==> config.mk <==
export PLATFORM = sky130hd
export DESIGN_NAME = btx_ctrl
export DESIGN_NICKNAME = d
export VERILOG_FILES = /design/src/design/btx_pkg.sv /design/src/design/btx_ctrl.sv
export SDC_FILE = /design/constraint.sdc
export NUM_CORES = 1
export LEC_CHECK = 0
export CAP_MARGIN = 20
export CORE_MARGIN = 4
export CORE_UTILIZATION = 61
export CTS_BUF_LIST = sky130_fd_sc_hd__clkbuf_4 sky130_fd_sc_hd__clkbuf_8 sky130_fd_sc_hd__clkbuf_16
export DETAILED_ROUTE_END_ITERATION = 16
export DONT_BUFFER_PORTS = 1
export PLACE_DENSITY = 0.77
export SLEW_MARGIN = 20
export SYNTH_ARGS = -nofsm -noshare
export SYNTH_HDL_FRONTEND = slang
export SYNTH_SLANG_ARGS = --single-unit
==> constraint.sdc <==
create_clock -name clk -period 3.12 [get_ports clk]
set_clock_uncertainty 0.1 [all_clocks]
set_input_delay 0.936 -clock clk [delete_from_list [all_inputs] [get_ports clk]]
set_output_delay 0.936 -clock clk [all_outputs]
set_load 0.01 [all_outputs]
==> src/design/btx_pkg.sv <==
// ----------------------------------------------------------------------------
// btx_pkg
// shared constants, codes and control types of the max-xor trie unit
// ----------------------------------------------------------------------------
`default_nettype none

package btx_pkg;

  localparam int KEY_BITS  = 30;
  localparam int VALUE_W   = 30;
  localparam int NODE_POOL = 4096;
  localparam int CNT_W     = 20;
  localparam int NODE_W    = $clog2(NODE_POOL);
  localparam int FREE_W    = $clog2(NODE_POOL + 1);
  localparam int LVL_W     = $clog2(KEY_BITS);

  localparam logic [CNT_W-1:0] COUNT_MAX = '1;

  // operation codes
  localparam logic [1:0] FN_INSERT = 2'd0;
  localparam logic [1:0] FN_REMOVE = 2'd1;
  localparam logic [1:0] FN_QUERY  = 2'd2;

  // result status codes
  localparam logic [1:0] ST_OK          = 2'd0;
  localparam logic [1:0] ST_POOL_FULL   = 2'd1;
  localparam logic [1:0] ST_NOT_PRESENT = 2'd2;

  // one trie node: both child links and the counts of both children
  typedef struct packed {
    logic [1:0][NODE_W-1:0] link;
    logic [1:0][CNT_W-1:0]  cnt;
  } node_t;

  typedef struct packed {
    logic             load;
    logic             init_wr;
    logic             rd;
    logic             chk_adv;
    logic             upd;
    logic             upd_dec;
    logic             qry;
    logic             restart;
    logic             finish;
    logic [1:0]       st;
    logic [LVL_W-1:0] lvl;
  } cmd_t;

  typedef struct packed {
    logic link_zero;
    logic cnt_max;
    logic cnt_zero;
    logic pool_ok;
    logic out_free;
  } sts_t;

endpackage

`default_nettype wire

==> src/design/btx_ctrl.sv <==
// ----------------------------------------------------------------------------
// btx_ctrl
// sequencer: init sweep, checking walk, updating walk, query walk, result
// ----------------------------------------------------------------------------
`default_nettype none

module btx_ctrl (
  input  wire logic          clk,
  input  wire logic          rst_n,
  input  wire logic          in_valid,
  input  wire logic [1:0]    in_func,
  output logic               in_ready,
  input  wire btx_pkg::sts_t sts,
  output btx_pkg::cmd_t      cmd
);

  localparam logic [3:0] S_INIT   = 4'd0;
  localparam logic [3:0] S_IDLE   = 4'd1;
  localparam logic [3:0] S_CHK_RD = 4'd2;
  localparam logic [3:0] S_CHK_EX = 4'd3;
  localparam logic [3:0] S_UPD_RD = 4'd4;
  localparam logic [3:0] S_UPD_EX = 4'd5;
  localparam logic [3:0] S_QRY_RD = 4'd6;
  localparam logic [3:0] S_QRY_EX = 4'd7;
  localparam logic [3:0] S_FIN    = 4'd8;

  localparam logic [btx_pkg::LVL_W-1:0] LVL_TOP = btx_pkg::LVL_W'(btx_pkg::KEY_BITS - 1);

  logic [3:0]                state_r, state_nxt;
  logic [btx_pkg::LVL_W-1:0] lvl_r, lvl_nxt;
  logic [1:0]                op_r, op_nxt;
  logic [1:0]                st_r, st_nxt;
  logic                      last_lvl;
  logic                      is_ins;

  assign last_lvl = (lvl_r == '0);
  assign is_ins   = (op_r == btx_pkg::FN_INSERT);
  assign in_ready = (state_r == S_IDLE);

  always_comb begin
    state_nxt = state_r;
    lvl_nxt   = lvl_r;
    op_nxt    = op_r;
    st_nxt    = st_r;
    cmd       = '0;
    cmd.lvl   = lvl_r;
    cmd.st    = st_r;
    unique case (state_r)
      S_INIT: begin
        cmd.init_wr = 1'b1;
        if (lvl_r == LVL_TOP) begin
          state_nxt = S_IDLE;
        end else begin
          lvl_nxt = lvl_r + 1'b1;
        end
      end
      S_IDLE: begin
        if (in_valid) begin
          cmd.load = 1'b1;
          op_nxt   = in_func;
          lvl_nxt  = LVL_TOP;
          st_nxt   = btx_pkg::ST_OK;
          unique case (in_func)
            btx_pkg::FN_INSERT, btx_pkg::FN_REMOVE: state_nxt = S_CHK_RD;
            btx_pkg::FN_QUERY:                      state_nxt = S_QRY_RD;
            default:                                state_nxt = S_FIN;
          endcase
        end
      end
      S_CHK_RD: begin
        cmd.rd    = 1'b1;
        state_nxt = S_CHK_EX;
      end
      S_CHK_EX: begin
        priority if (is_ins && sts.link_zero) begin
          // first missing link: the rest of the path is new
          if (sts.pool_ok) begin
            cmd.restart = 1'b1;
            lvl_nxt     = LVL_TOP;
            state_nxt   = S_UPD_RD;
          end else begin
            st_nxt    = btx_pkg::ST_POOL_FULL;
            state_nxt = S_FIN;
          end
        end else if (is_ins && sts.cnt_max) begin
          st_nxt    = btx_pkg::ST_POOL_FULL;
          state_nxt = S_FIN;
        end else if (!is_ins && (sts.link_zero || (last_lvl && sts.cnt_zero))) begin
          st_nxt    = btx_pkg::ST_NOT_PRESENT;
          state_nxt = S_FIN;
        end else if (last_lvl) begin
          cmd.restart = 1'b1;
          lvl_nxt     = LVL_TOP;
          state_nxt   = S_UPD_RD;
        end else begin
          cmd.chk_adv = 1'b1;
          lvl_nxt     = lvl_r - 1'b1;
          state_nxt   = S_CHK_RD;
        end
      end
      S_UPD_RD: begin
        cmd.rd    = 1'b1;
        state_nxt = S_UPD_EX;
      end
      S_UPD_EX: begin
        cmd.upd     = 1'b1;
        cmd.upd_dec = !is_ins;
        if (last_lvl) begin
          state_nxt = S_FIN;
        end else begin
          lvl_nxt   = lvl_r - 1'b1;
          state_nxt = S_UPD_RD;
        end
      end
      S_QRY_RD: begin
        cmd.rd    = 1'b1;
        state_nxt = S_QRY_EX;
      end
      S_QRY_EX: begin
        cmd.qry = 1'b1;
        if (last_lvl) begin
          state_nxt = S_FIN;
        end else begin
          lvl_nxt   = lvl_r - 1'b1;
          state_nxt = S_QRY_RD;
        end
      end
      S_FIN: begin
        if (sts.out_free) begin
          cmd.finish = 1'b1;
          state_nxt  = S_IDLE;
        end
      end
      default: begin
        state_nxt = S_IDLE;
      end
    endcase
  end

  always_ff @(posedge clk) begin
    if (!rst_n) begin
      state_r <= S_INIT;
      lvl_r   <= '0;
    end else begin
      state_r <= state_nxt;
      lvl_r   <= lvl_nxt;
    end
  end

  always_ff @(posedge clk) begin
    op_r <= op_nxt;
    st_r <= st_nxt;
  end

endmodule

`default_nettype wire

==> impl_metrics.py <==
metrics = {
    "pwr": {
        "p_clk_share_pct": 25.4,
        "p_seq_share_pct": 50.8,
        "irDropWorstVdd_uv": 391,
        "p_per_area_nw_per_um2": 389,
        "sw_frac_of_total_pct": 33.3,
        "combPwrFrac_pct": 23.8,
        "p_switching_mw": 0.139,
        "p_int_mw": 0.279,
        "p_leak_nw": 0.401,
        "finalPower_mw": 0.418,
    },
    "finish": {
        "layout-drive-gt1-share_pct": 14.6,
        "antennaDiodeCount": 0,
        "nets": 137,
        "area_delta_synth_final_pct": 4.00,
        "layoutNonFillerInstCount": 139,
    },
    "placement": {
        "placed_cells": 134,
        "io_buffers": 0,
        "place.gp.congestion": 0.888,
        "dp_slack_ns": 0.282,
        "place_hpwl_mm": 1.88,
    },
    "worst_setup_path": {
        "worstReg2RegStart": "lvl_r[1]$_SDFFE_PN0P_",
        "required_ns": 2.08,
        "cp-start-kind": "register",
        "slowest_delay_ns": 0.39,
        "crit_fanout": 5,
        "cp.arrival_ns": 1.92,
        "worstSetupStartpoint": "lvl_r[1]$_SDFFE_PN0P_",
        "crit_type": "reg -> out",
        "critPathTopFamily": "compound AO/OA/AOI/OAI gates",
        "worst-path-buf-inv": 1,
        "cp_slowest_cell": "dfxtp_2",
        "worst_setup_path_end_kind": "primary output",
        "path_cells": "inv_1, ha_1, nor4b_4, a221oi_4, a21oi_1, nor2_1",
    },
    "logic_synthesis": {
        "synth_edf_count": 4,
        "synth_ff_type": "dfxtp_1",
        "post_synth_num_cell_types": 47,
        "avgSynthCellArea_um2": 8.47,
        "yosys_warnings": 0,
        "synth_nets": 135,
        "seq_area_frac_synth_pct": 29.1,
        "synthCells": 122,
        "async_reset_ff_share_pct": 0,
        "syn_area_um2": 1030,
        "ys_ff_latch": 13,
    },
    "timing": {
        "fmax_mhz": 338,
        "tightest_slew_ns": 0.499,
        "hold_viol_final": 0,
        "relSlewSlack_pct": 66.4,
        "finalMaxSlewViolations": 0,
        "finalSetupTns_ns": 0,
        "setup_viol": 0,
        "rsz0062_at_grt": "no",
        "worst_slack_ns": 0.165,
        "period_minus_slack_ns": 2.95,
        "fin_crit_sh_pct": 94.7,
    },
    "route": {
        "vias_per_cell": 7.04,
        "ant_nets": 0,
        "num_vias": 978,
        "wl_per_cell_um": 17.7,
        "drc": 0,
        "finalWirelength_mm": 2.47,
        "initialDrtViolationCount": 40,
        "drt-pass1-iter-count": 4,
    },
    "floorplan": {
        "initial_utilization_pct": 66.3,
        "dieArea_um2": 2420,
        "fp.coreArea_um2": 1560,
        "die_h_um": 49.2,
        "die_x_um": 49.2,
        "num_rows": 14,
        "design.portCount": 27,
    },
    "global_route": {
        "antenna_found_initial": 0,
        "grt_usage_pct": 21.3,
        "first_global_vias": 842,
        "grt_pass1_wl_mm": 3.96,
        "overflow": 0,
        "grt_max_degree": 13,
    },
    "clock_tree": {
        "clockRootBuffer": "clkbuf_4",
        "clk_pin_slew_worst_paths_ns": 0.08,
        "max-clock-path-buffers": 2,
        "cts_made_buffers": 3,
        "cts_sinks": 13,
        "clock_latency_ns": 0.29,
        "tritoncts": "built",
        "h-tree-depth": 1,
    },
    "min_path": {
        "hp-class": "reg -> reg",
        "hold_start": "lvl_r[1]$_SDFFE_PN0P_",
    },
    "run": {
        "cap_viol_max_count": 0,
    },
    "status": {
        "status": "complete, no violations",
    },
}
synthesized netlist by cell type, types with 3 or more instances:
| cell type | count | area share, % |
|---|---|---|
| nand2b_1 | 4 | 2.4 |
| ha_1 | 3 | 3.6 |
| and3_1 | 3 | 1.8 |
| edfxtp_1 | 4 | 12 |
| nor3_1 | 8 | 3.9 |
| nor2_1 | 12 | 4.4 |
| o21ai_0 | 5 | 2.4 |
| buf_2 | 4 | 1.9 |
| inv_1 | 7 | 2.5 |
| o21a_1 | 3 | 2.2 |
| nand2_1 | 8 | 2.9 |
| dfxtp_1 | 9 | 17 |
| a21oi_1 | 9 | 4.4 |
| nand4_1 | 3 | 1.8 |
worst register-to-register path, stage by stage, from the launching register on:
cell and delay (ns):
dfxtp_2 0.36, inv_1 0.11, ha_1 0.23, nor4b_4 0.42
a221oi_4 0.14, buf_4 0.17, o31ai_4 0.38, nor2_1 0.16
o221a_1 0.28
power groups by stage:
| stage | Sequential (mW) | Clock (mW) | Combinational (mW) |
|---|---|---|---|
| floorplan | 0.198 | 0 | 0.0997 |
| global placement | 0.216 | 0 | 0.0912 |
| detailed placement | 0.216 | 0 | 0.0945 |
| CTS | 0.212 | 0.110 | 0.0951 |
| global route | 0.216 | 0.120 | 0.111 |
| finish | 0.212 | 0.106 | 0.0994 |
flip-flops by register name, summed over array words and instances, names as in the netlist:
| register | flops |
|---|---|
| lvl_r | 5 |
| op_r | 2 |
| st_r | 2 |
| state_r | 4 |
layer usage:
metal / vias up / share of wire [%] / routed length, µm / track usage [%]
met5: - / 0 / 0 / 0
met4: 0 / 0.97 / 24 / 7.11
met3: 4 / 9.8 / 241 / 7.95
met2: 50 / 46 / 1130 / 30.8
met1: 456 / 43 / 1070 / 28.7
li1: 468 / - / - / -
placed cells by master, fill, tap and decap left out, drive strengths merged, types with 4 or more instances in the layout:
cell type,netlist,final
buf,6,4
a21oi,9,9
nor2,12,12
nand2,8,8
inv,7,7
nand2b,4,4
nor3,8,8
edfxtp,4,4
dfxtp,9,9
o21ai,5,5
area by class of cell:
class | instances | area (µm²)
clock inverters | 1 | 5.00
inverters | 7 | 26.3
repair buffers | 4 | 30.0
fillers | 127 | 484
flip-flops and latches | 13 | 302
well taps | 16 | 20.0
multi-input cells | 95 | 669
clock buffers | 3 | 22.5
timing repair:
action,4_1_cts,5_1_grt
hold buffers,0,0
gates resized for setup,0,2
setup buffers,0,1
pin swaps,1,1
setup endpoints to repair,1,2
metrics by stage:
step                      area, µm²  hold WS, ns  util (%)
after floorplan                1030        0.503         -
after global placement         1030        0.487      66.3
after detailed placement       1030        0.499      66.3
after CTS                      1060        0.511      68.1
after global routing           1070        0.528      68.9
final                          1070        0.479      68.9
final timing paths:
path                                         endpoint  slack (ns)  cells after the start
worst max-delay path                           cmd[8]        0.17                      6
worst min-delay path            lvl_r[1]$_SDFFE_PN0P_        0.48                      1
worst max register to register  lvl_r[0]$_SDFFE_PN0P_        0.64                      8
worst min register to register  lvl_r[1]$_SDFFE_PN0P_        0.48                      1
cell families after synthesis:
family / Yosys count / share of synthesized area (%)
xor gates and xnor gates: 1 / 0.848
AOI/OAI and AO/OA: 38 / 30.4
buffers and inverters: 14 / 6.66
DFF: 13 / 29.1
adders and majority gates: 3 / 3.63
and+or+nand+nor: 53 / 29.4
(Power assumes the default switching activity.)
